### src/hdl/conv2d_valid_multichannel_defines.svh
// Assertion macros shared by the convolution block.
`ifndef CONV2D_VALID_MULTICHANNEL_DEFINES_SVH
`define CONV2D_VALID_MULTICHANNEL_DEFINES_SVH
`ifndef SYNTH
`define CV_ASSERT(lbl, clk, rst, prop, msg) \
   lbl: assert property (@(posedge clk) disable iff (rst) (prop)) else $error(msg);
`define CV_ASSERT_NEXT(lbl, clk, rst, pre, post, msg) \
   lbl: assert property (@(posedge clk) disable iff (rst) (pre) |=> (post)) else $error(msg);
`else
`define CV_ASSERT(lbl, clk, rst, prop, msg)
`define CV_ASSERT_NEXT(lbl, clk, rst, pre, post, msg)
`endif
`endif

### src/hdl/cnv2d_pkg.sv
// Shared constants, command and status types for the convolution block.
`timescale 1ns / 1ps
`default_nettype none
package cnv2d_pkg;
   localparam int IN_CHANNELS_DEF  = 4;
   localparam int OUT_CHANNELS_DEF = 16;
   localparam int MAX_KERNEL_DEF   = 7;
   localparam int MAX_WIDTH_DEF    = 32;
   localparam int MAX_HEIGHT_DEF   = 32;

   localparam int CSR_IDX_W  = 3;
   localparam int CSR_DATA_W = 6;
   localparam int PIX_W      = 16;
   localparam int WT_W       = 16;
   localparam int SUM_W      = 40;

   localparam logic [CSR_IDX_W-1:0] REG_IN_CH  = 3'd0;
   localparam logic [CSR_IDX_W-1:0] REG_OUT_CH = 3'd1;
   localparam logic [CSR_IDX_W-1:0] REG_KERNEL = 3'd2;
   localparam logic [CSR_IDX_W-1:0] REG_HEIGHT = 3'd3;
   localparam logic [CSR_IDX_W-1:0] REG_WIDTH  = 3'd4;

   localparam logic ACTION_WEIGHT = 1'b0;
   localparam logic ACTION_PIXEL  = 1'b1;

   typedef struct packed {
      logic wt_write;
      logic px_write;
      logic oc_init;
      logic k_init;
      logic issue;
      logic psum_rd;
      logic psum_wr;
      logic oc_next;
      logic advance;
   } cmd_type;

   typedef struct packed {
      logic win;
      logic last_ch;
      logic k_last;
      logic oc_last;
      logic busy;
      logic out_free;
   } status_type;

   // zero maps to one, anything above hi maps to hi
   function automatic logic [CSR_DATA_W-1:0] clamp_field(logic [CSR_DATA_W-1:0] v, int hi);
      logic [CSR_DATA_W-1:0] r;
      r = v;
      if (v == '0) r = CSR_DATA_W'(1);
      else if (int'(v) > hi) r = CSR_DATA_W'(hi);
      return r;
   endfunction
endpackage
`default_nettype wire

### src/hdl/cnv2d_ctrl.sv
// Sequencer for the convolution block: walks each window over the output channels.
`timescale 1ns / 1ps
`default_nettype none
`include "conv2d_valid_multichannel_defines.svh"
module cnv2d_ctrl (
   input  wire logic                  clock,
   input  wire logic                  reset,
   input  wire logic                  req_valid,
   input  wire logic                  req_action,
   output logic                       req_stall,
   output cnv2d_pkg::cmd_type         cmd,
   input  wire cnv2d_pkg::status_type status
);
   typedef enum logic [2:0] {
      S_IDLE, S_CHECK, S_KINIT, S_ISSUE, S_DRAIN, S_PSRD, S_PSWR
   } state_type;

   state_type state_ff, state_in;

   always_ff @(posedge clock) begin
      if (reset) begin
         state_ff <= S_IDLE;
      end else begin
         state_ff <= state_in;
      end
   end

   assign req_stall = (state_ff != S_IDLE);

   always_comb begin
      state_in = state_ff;
      cmd      = '0;
      case (state_ff)
         S_IDLE: begin
            if (req_valid) begin
               if (req_action == cnv2d_pkg::ACTION_PIXEL) begin
                  cmd.px_write = 1'b1;
                  state_in     = S_CHECK;
               end else begin
                  cmd.wt_write = 1'b1;
               end
            end
         end
         S_CHECK: begin
            if (status.win) begin
               cmd.oc_init = 1'b1;
               state_in    = S_KINIT;
            end else begin
               cmd.advance = 1'b1;
               state_in    = S_IDLE;
            end
         end
         S_KINIT: begin
            cmd.k_init = 1'b1;
            state_in   = S_ISSUE;
         end
         S_ISSUE: begin
            cmd.issue = 1'b1;
            if (status.k_last) state_in = S_DRAIN;
         end
         S_DRAIN: begin
            if (!status.busy) state_in = S_PSRD;
         end
         S_PSRD: begin
            cmd.psum_rd = 1'b1;
            state_in    = S_PSWR;
         end
         S_PSWR: begin
            // on the last channel the sum goes out, so wait for the output slot
            if (!status.last_ch || status.out_free) begin
               cmd.psum_wr = 1'b1;
               if (status.oc_last) begin
                  cmd.advance = 1'b1;
                  state_in    = S_IDLE;
               end else begin
                  cmd.oc_next = 1'b1;
                  state_in    = S_KINIT;
               end
            end
         end
         default: state_in = S_IDLE;
      endcase
   end

   `CV_ASSERT(a_emit_slot, clock, reset, !(cmd.psum_wr && status.last_ch) || status.out_free, "result emitted while output slot full")
   `CV_ASSERT(a_acc_settled, clock, reset, !cmd.psum_rd || !status.busy, "partial sum read before accumulator settled")
   `CV_ASSERT_NEXT(a_px_check, clock, reset, cmd.px_write, state_ff == S_CHECK, "pixel item not followed by window check")
endmodule
`default_nettype wire

### config.mk
export PLATFORM = sky130hd
export DESIGN_NAME = cnv2d_ctrl
export DESIGN_NICKNAME = d
export VERILOG_FILES = /design/src/hdl/cnv2d_pkg.sv /design/src/hdl/cnv2d_ctrl.sv
export VERILOG_INCLUDE_DIRS = /design/src /design/src/hdl
export SDC_FILE = /design/constraint.sdc
export NUM_CORES = 1
export LEC_CHECK = 0
export ABC_AREA = 1
export CAP_MARGIN = 5
export CORE_AREA = 2 2 39 41
export DETAILED_ROUTE_END_ITERATION = 10
export DIE_AREA = 0 0 41 43
export DONT_BUFFER_PORTS = 1
export SKIP_LAST_GASP = 1
export SLEW_MARGIN = 20
export SYNTH_ARGS = -nofsm -noshare
export SYNTH_HDL_FRONTEND = slang
export SYNTH_SLANG_ARGS = --single-unit
### constraint.sdc
create_clock -name clock -period 1.4 [get_ports clock]
set_input_delay 0.14 -clock clock [delete_from_list [all_inputs] [get_ports clock]]
set_output_delay 0.14 -clock clock [all_outputs]
set_load 0.05 [all_outputs]
==> results of run 1 <==
how the worst min path moves through the flow:
stage / slack, ps / end / from
floorplan: 310 / state_ff[0] / reset
detailed placement: 330 / state_ff[2] / reset
finish: 80 / state_ff[2] / reset
global placement: 330 / state_ff[1] / reset
global route: 80 / state_ff[1] / reset
CTS: 70 / state_ff[2] / reset
worst min-delay path: cells and delay by family:
| family | cells | cell delay, ps |
|---|---|---|
| buffers and inverters | 1 | 40 |
| AND/OR/NAND/NOR | 2 | 90 |
cell families (layout without fill, tap and decap cells):
logic type	count (synthesis)	in the layout	share of synthesized area
AND/OR/NAND/NOR	42	42	0.570
buffers and inverters	14	31	0.190
AO/OA/AOI/OAI	3	3	0.0570
flip-flops	3	3	0.183
cell usage in the layout, fill, tap and decap left out, drive strengths merged:
master	n
nand4	1
a21oi	2
buf	14
nor3b	1
inv	13
dfxtp	3
nor3	1
o41ai	1
nand3	6
nand2	19
nor2	14
clkbuf	4
where the power goes:
part	total [mW]	internal (mW)	switching [mW]
Clock	0.155	0.107	0.0480
Sequential	0.226	0.145	0.0809
Combinational	1.10	0.407	0.695
Total	1.48	0.659	0.824
routing by layer:
layer | vias up | GRT usage | share of wire
met5 | - | 0 | 0
met4 | 0 | 0.120 | 0.019
met3 | 2 | 0.0366 | 0.065
met2 | 15 | 0.184 | 0.53
met1 | 196 | 0.170 | 0.39
li1 | 222 | - | -
cell type report:
| type | count | area share |
|---|---|---|
| clock buffers | 4 | 0.0427 |
| inverters | 13 | 0.0833 |
| flip-flops and latches | 3 | 0.112 |
| multi-input cells | 45 | 0.465 |
| repair buffers | 14 | 0.264 |
| well taps | 16 | 0.0325 |
timing repair:
action | CTS | global route
setup endpoints to repair | 4 | 5
resized for setup | 11 | 8
setup buffers | 1 | 1
hold buffers | 0 | 0
cloned | 0 | 0
pin swaps | 2 | 4
==> reports/qor.csv, run 1 <==
metric;value;unit
synth top area cells;nand2_1, dfxtp_1, inv_1, nor2_1, nand3_1;
first-pass GRT wire length;1.59;mm
Port Buffers;0;
initial antenna violation count;0;
H-tree depth;1;
top cell type's share of synthesized area;0.194;
CP startpoint;state_ff[0];
Design Power;1.48;mW
clock root cell;clkbuf_4;
final core occ;0.445;
Max stage delay cell, worst path;dfxtp_2;
CP peak stage delay;350;ps
Yosys cell types;14;
post-route cell area;616;um^2
Leak;0.325;nW
Num Clock Sinks;3;
register clock-pin slew on the reported worst setup and hold paths;40;ps
Post-synth ARST share;0;
Overflow after GRT;0;
pre-CTS setup slack;107;ps
syn nets;72;
reg2reg setup slack;200;ps
Post-synth EDFFs;0;
total core area;0.00138;mm^2
DIE AREA;0.00176;mm^2
Top cell by count, worst path;nor2_4;
drt pass-1 iters;3;
Critical Path Source Type;flip-flop;
flop and latch count out of synthesis;3;
Slew headroom;0.721;
FMAX;0.733;GHz
CP Class;reg2out;
IO Pins;20;
total track usage;0.138;
Multi-input gate area;287;um^2
CP Buf/Inv Count;2;
largest net degree at the start of global routing;7;
Net count, final;90;
maximum buffer depth of the clock tree;2;
Regs by FF count;state_ff: 3 flops;
Antenna Nets Post-Route;0;
CTS tree;done;
total CTS buffers;3;
r2r endpoint;state_ff[1];
drt total wl;988;um
FF-to-FF Start;state_ff[1];
CP max FO;4;
DRC;0;
post-synthesis sequential area ratio;0.183;
hold depth;3;
CP endpoint;cmd[1];
Cells after Synth;62;
fin crit period;1360;ps
crit-path cells;buf_4 > nor2_4 > nand2_2 > nor2_4 > buf_12;
final setup TNS;0;ps
Die Y;43;um
# rows;14;
share of cells above drive strength 1;0.481;
Initial Utilization;0.238;
Post-Syn Area;329;um^2
worst path required time;1260;ps
vias in the first global route;408;
syn avg cell area;5.31;um^2
Yosys top cell by area;nand2_1;
Worst VDD drop;934;uV
fillcell total;158;
Largest Register;state_ff;
fin. max-slew vios;0;
final worst setup slack;36.6;ps
MaxCap Viol Count;0;
via count;435;
ANT cells;0;
clk_skew;3.76;ps
PD cells;2410;mW/mm^2
Post-DP Area;526;um^2
Via density;4.58;
WP depth;5;
routability cong.;0.852;
Final setup viols;0;
Worst R2R Path Depth;7;
final hold slack;76.2;ps
Crit path arrival time;1220;ps
Placed Cells;89;
Final Hold Viols;0;
Skew-Pair Late Insertion Delay;230;ps
register area;68.8;um^2
Ys Warns;0;
DPL Wire Length;754;um
Period Utilization, post-route;0.974;
family with the most delay on the worst path;flip-flops;
RSZ-0062 raised after global routing;yes;
Die Wd;41;um
max reg flops;3;
worst-margin pin slew;418;ps
Post-synth top flop;dfxtp_1;
Hold Crit Class;in2reg;
Area Overhead vs Synth;87.1;%
count leader, synth;nand2_1;
Initial DRC Count;9;
WL/cell;10.4;um
top cells by count, synth;nand2_1, inv_1, nor2_1;
Finished Layout Cells;95;
run status;finished, final reports clean;
endpoint class of the critical path;output pin;
No activity file was read; power rests on OpenSTA's default activity.
==> inputs of run 2 (changes only) <==
--- a/config.mk
+++ b/config.mk
@@ -9,6 +9,7 @@
 export ABC_AREA = 1
 export CAP_MARGIN = 5
 export CORE_AREA = 2 2 39 41
+export CTS_BUF_LIST = sky130_fd_sc_hd__clkbuf_2 sky130_fd_sc_hd__clkbuf_4 sky130_fd_sc_hd__clkbuf_8
 export DETAILED_ROUTE_END_ITERATION = 10
 export DIE_AREA = 0 0 41 43
 export DONT_BUFFER_PORTS = 1
==> reports/qor.csv, run 2 (same netlist as run 1, synthesis figures left out) <==
metric;value;unit;change
run status;finished, final reports clean;;
IO Pins;20;;unchanged
Post-DP Area;526;um^2;unchanged
Die Y;43;um;unchanged
CP max FO;4;;unchanged
DIE AREA;0.00176;mm^2;unchanged
hold path endpoint;state_ff[2];;
worst path required time;1260;ps;about the same
total CTS buffers;3;;unchanged
Die Wd;41;um;unchanged
maximum buffer depth of the clock tree;2;;unchanged
Initial DRC Count;9;;unchanged
Antenna Nets Post-Route;0;;unchanged
FF-to-FF Start;state_ff[1];;
Final setup viols;0;;unchanged
MaxCap Viol Count;0;;unchanged
worst hold start;reset;;
Num Clock Sinks;3;;unchanged
vias in the first global route;410;;+0.49%
routability cong.;0.852;;unchanged
ANT cells;0;;unchanged
commonest cells after routing, fill and taps aside;nand2_1, inv_1, buf_4, nor2_1;;
fin crit period;1360;ps;-1.91 ps
share of cells above drive strength 1;0.494;;+0.0127
Slew headroom;0.721;;unchanged
Regs by FF count;state_ff: 3 flops;;
Via density;4.57;;-0.23%
initial antenna violation count;0;;unchanged
clock root cell;clkbuf_4;;
WL/cell;10.3;um;-0.61%
max reg flops;3;;unchanged
clk_skew;4.23;ps;+0.469 ps
Overflow after GRT;0;;unchanged
Leak;0.328;nW;+1.1%
Port Buffers;0;;unchanged
Crit path arrival time;1220;ps;about the same
post-route cell area;619;um^2;+0.61%
FMAX;0.734;GHz;+0.14%
Largest Register;state_ff;;
PD cells;2420;mW/mm^2;+0.60%
Hold Crit Class;in2reg;;
DPL Wire Length;754;um;unchanged
drt pass-1 iters;3;;unchanged
via count;434;;-0.23%
Worst VDD drop;934;uV;about the same
commonest non-fill, non-tap cell in the layout;nand2_1;;
final core occ;0.448;;+0.00271
Period Utilization, post-route;0.972;;-0.00136
total track usage;0.138;;unchanged
Final Hold Viols;0;;unchanged
H-tree depth;1;;unchanged
total core area;0.00138;mm^2;unchanged
RSZ-0062 raised after global routing;yes;;
register clock-pin slew on the reported worst setup and hold paths;40;ps;about the same
worst-margin pin slew;418;ps;unchanged
Net count, final;90;;unchanged
hold depth;3;;unchanged
r2r endpoint;state_ff[1];;
CP Class;reg2out;;
reg2reg setup slack;200;ps;about the same
# rows;14;;unchanged
Area Overhead vs Synth;88.2;%;
Skew-Pair Late Insertion Delay;230;ps;about the same
drt total wl;982;um;-0.61%
CTS tree;done;;
largest net degree at the start of global routing;7;;unchanged
fin. max-slew vios;0;;unchanged
first-pass GRT wire length;1.59;mm;unchanged
Critical Path Source Type;flip-flop;;
Initial Utilization;0.238;;unchanged
DRC;0;;unchanged
Worst R2R Path Depth;7;;unchanged
final hold slack;77.5;ps;+1.28 ps
endpoint class of the critical path;output pin;;
-- run 2: cell types whose count changed in the layout (fill, tap and decap cells not counted) --
cell / previous run / this run
clkbuf_1: 1 / 0
clkbuf_4: 3 / 4
-- run 2: per-layer routing --
layer  routed length, um  share of wire  GRT usage  up-vias
li1                    -              -          -      222
met1                 380           0.39      0.170      195
met2                 521           0.53      0.184       15
met3                  64          0.065     0.0366        2
met4                  16          0.016      0.120        0
met5                   0              0          0        -
-- run 2: timing repair --
| item | CTS | global route |
|---|---|---|
| gates resized for setup | 11 | 8 |
| setup endpoints to repair | 4 | 5 |
| pin swaps | 2 | 4 |
| setup buffers | 1 | 1 |
| hold buffers | 0 | 0 |
-- run 2: how the worst max path moves through the flow --
| stage | from | to | slack [ps] | depth (start not counted) |
|---|---|---|---|---|
| detailed placement | state_ff[2] | cmd[0] | 110 | 5 |
| CTS | state_ff[1] | cmd[0] | -1 | 3 |
| global placement | state_ff[1] | cmd[8] | 130 | 4 |
| floorplan | state_ff[1] | cmd[8] | -70 | 3 |
| finish | state_ff[0] | cmd[1] | 40 | 5 |
| global route | state_ff[0] | cmd[1] | -30 | 5 |
-- run 2: worst max-delay path: stages (launching register included) --
cell and delay (ps):
dfxtp_2 350, buf_4 170, nor2_4 120, nand2_2 90
nor2_4 130, buf_12 140
-- run 2: through the flow --
| step | power [mW] | worst slack (ps) | instances | TNS, ps |
|---|---|---|---|---|
| 2_1_floorplan | 0.908 | -65.1 | 62 | -65.1 |
| 6_report | 1.50 | 38.5 | 95 | 0 |
| 3_5_place_dp | 1.20 | 107 | 89 | 0 |
| 4_1_cts | 1.45 | -1.38 | 94 | -1.38 |
| 5_1_grt | 1.62 | -28.0 | 95 | -28.0 |
| 3_3_place_gp | 1.19 | 133 | 89 | 0 |
-- run 2: where the power goes --
part	switching, mW	internal, mW
Combinational	0.695	0.407
Clock	0.0467	0.126
Sequential	0.0809	0.145
-- run 2: area by class of cell --
class                           instances  area [um^2]
Tap cell                               16         20.0
Multi-Input combinational cell         45          287
Clock buffer                            4         30.0
Inverter                               13         51.3
Sequential cell                         3         68.8
Timing Repair Buffer                   14          163
Fill cell                             158          764
==> inputs of run 3 (changes only) <==
==> constraint.sdc (replaced) <==
create_clock -name clock -period 1.26 [get_ports clock]
set_input_delay 0.126 -clock clock [delete_from_list [all_inputs] [get_ports clock]]
set_output_delay 0.126 -clock clock [all_outputs]
set_load 0.05 [all_outputs]
==> reports/qor.csv, run 3 (same netlist as run 1, synthesis figures left out) <==
metric;value;unit;change
run status;finished, violations left;;
failing checks;negative setup slack;;
commonest non-fill, non-tap cell in the layout;nand2_1;;
clock root cell;clkbuf_4;;
Crit path arrival time;1250;ps;+30 ps
endpoint class of the critical path;output pin;;
Die Wd;41;um;unchanged
register clock-pin slew on the reported worst setup and hold paths;30;ps;about the same
first-pass GRT wire length;1.57;mm;-1.7%
total core area;0.00138;mm^2;unchanged
CTS tree;done;;
Initial DRC Count;4;;-5
fillcell total;135;;-15%
RSZ-0062 raised after global routing;yes;;
drt total wl;990;um;+0.81%
Overflow after GRT;0;;unchanged
max reg flops;3;;unchanged
family with the most delay on the worst path;flip-flops;;
fin crit period;1370;ps;
Initial Utilization;0.238;;unchanged
via count;459;;+5.8%
CP max FO;5;;+1
Final setup viols;6;;+6
PD cells;2710;mW/mm^2;+12%
Hold Crit Class;in2reg;;
Max stage delay cell, worst path;dfxtp_4;;
# rows;14;;unchanged
Die Y;43;um;unchanged
Design Power;2.00;mW;+33%
Antenna Nets Post-Route;0;;unchanged
FMAX;0.728;GHz;
reg2reg setup slack;-10;ps;-210 ps
drt pass-1 iters;4;;+1
DRC;0;;unchanged
largest net degree at the start of global routing;8;;+1
Regs by FF count;state_ff: 3 flops;;
CP Buf/Inv Count;2;;unchanged
final setup TNS;-437;ps;-437 ps
DPL Wire Length;794;um;+5.3%
H-tree depth;1;;unchanged
Critical Path Source Type;flip-flop;;
Leak;0.380;nW;+16%
vias in the first global route;399;;-2.7%
crit-path cells;buf_6 > o41ai_4 > buf_12;;
initial antenna violation count;0;;unchanged
fin. max-slew vios;0;;unchanged
CP peak stage delay;360;ps;about the same
Largest Register;state_ff;;
Via density;4.54;;-0.52%
commonest cells after routing, fill and taps aside;nand2_1, inv_1, buf_4, nor2_1, buf_12;;
share of cells above drive strength 1;0.541;;+0.0475
Num Clock Sinks;3;;unchanged
worst-margin pin slew;327;ps;-90.1 ps
Period Utilization, post-route;1.09;;
final worst setup slack;-113;ps;-152 ps
register area;71.3;um^2;+3.6%
total CTS buffers;3;;unchanged
DIE AREA;0.00176;mm^2;unchanged
Skew-Pair Late Insertion Delay;230;ps;about the same
worst path required time;1130;ps;-130 ps
MaxCap Viol Count;0;;unchanged
final core occ;0.533;;+0.0850
routability cong.;0.856;;+0.52%
Final Hold Viols;0;;unchanged
maximum buffer depth of the clock tree;2;;unchanged
total track usage;0.128;;-0.00917
Slew headroom;0.781;;+0.0597
CP Class;reg2out;;
WL/cell;9.80;um;-5.2%
ANT cells;0;;unchanged
Worst VDD drop;1100;uV;+17%
Area Overhead vs Synth;124;%;
Port Buffers;0;;unchanged
Multi-input gate area;300;um^2;+4.8%
clk_skew;1.35;ps;-2.89 ps
IO Pins;20;;unchanged
Net count, final;96;;+6.7%
run 3: cell types whose count changed in the layout (fill, tap and decap cells not counted), sizes merged:
cell and delta:
buf +6
run 3: final cells by class:
| class | instances | share of cell area |
|---|---|---|
| timing repair buffer | 20 | 0.348 |
| inverter | 13 | 0.0798 |
| tap | 16 | 0.0272 |
| sequential | 3 | 0.0968 |
| multi-input combinational | 45 | 0.407 |
| clock buffer | 4 | 0.0407 |
run 3: worst min-delay path, cell delays in order:
cell and delay [ps]:
inv_1 40, nand2_1 60, nor2_1 30
run 3: final timing paths:
check / from / to / depth (start not counted)
worst max register to register: state_ff[1] / state_ff[0] / 9
worst min-delay path: reset / state_ff[2] / 3
worst max-delay path: state_ff[2] / cmd[0] / 3
worst min register to register: state_ff[0] / state_ff[0] / 2
run 3: metrics by stage:
| step | cells | setup WS (ps) | hold WS, ps | area (um^2) |
|---|---|---|---|---|
| after detailed placement | 90 | 71.3 | 308 | 607 |
| after global placement | 90 | 70.0 | 304 | 607 |
| after global routing | 101 | -165 | 63.5 | 737 |
| final | 101 | -113 | 63.0 | 737 |
| after floorplan | 62 | -43.1 | 286 | 415 |
| after CTS | 97 | -132 | 60.7 | 682 |
run 3: power by group:
part	total (mW)	internal (mW)	switching, mW
combinational	1.51	0.682	0.828
clock	0.191	0.140	0.0505
sequential	0.294	0.169	0.125
total	2.00	0.991	1.00
run 3: per-layer routing:
metal,vias up,global-route usage,part of all wire,routed length [um]
li1,235,-,-,-
met1,203,0.154,0.34,340
met2,19,0.203,0.55,546
met3,2,0.0314,0.084,83
met4,0,0.0600,0.019,19
met5,-,0,0,0
run 3: timing repair:
action	CTS	global route
pin swaps	4	5
hold buffers	0	0
setup endpoints to repair	9	11
cloned	0	0
resized for setup	10	7
setup buffers	3	4
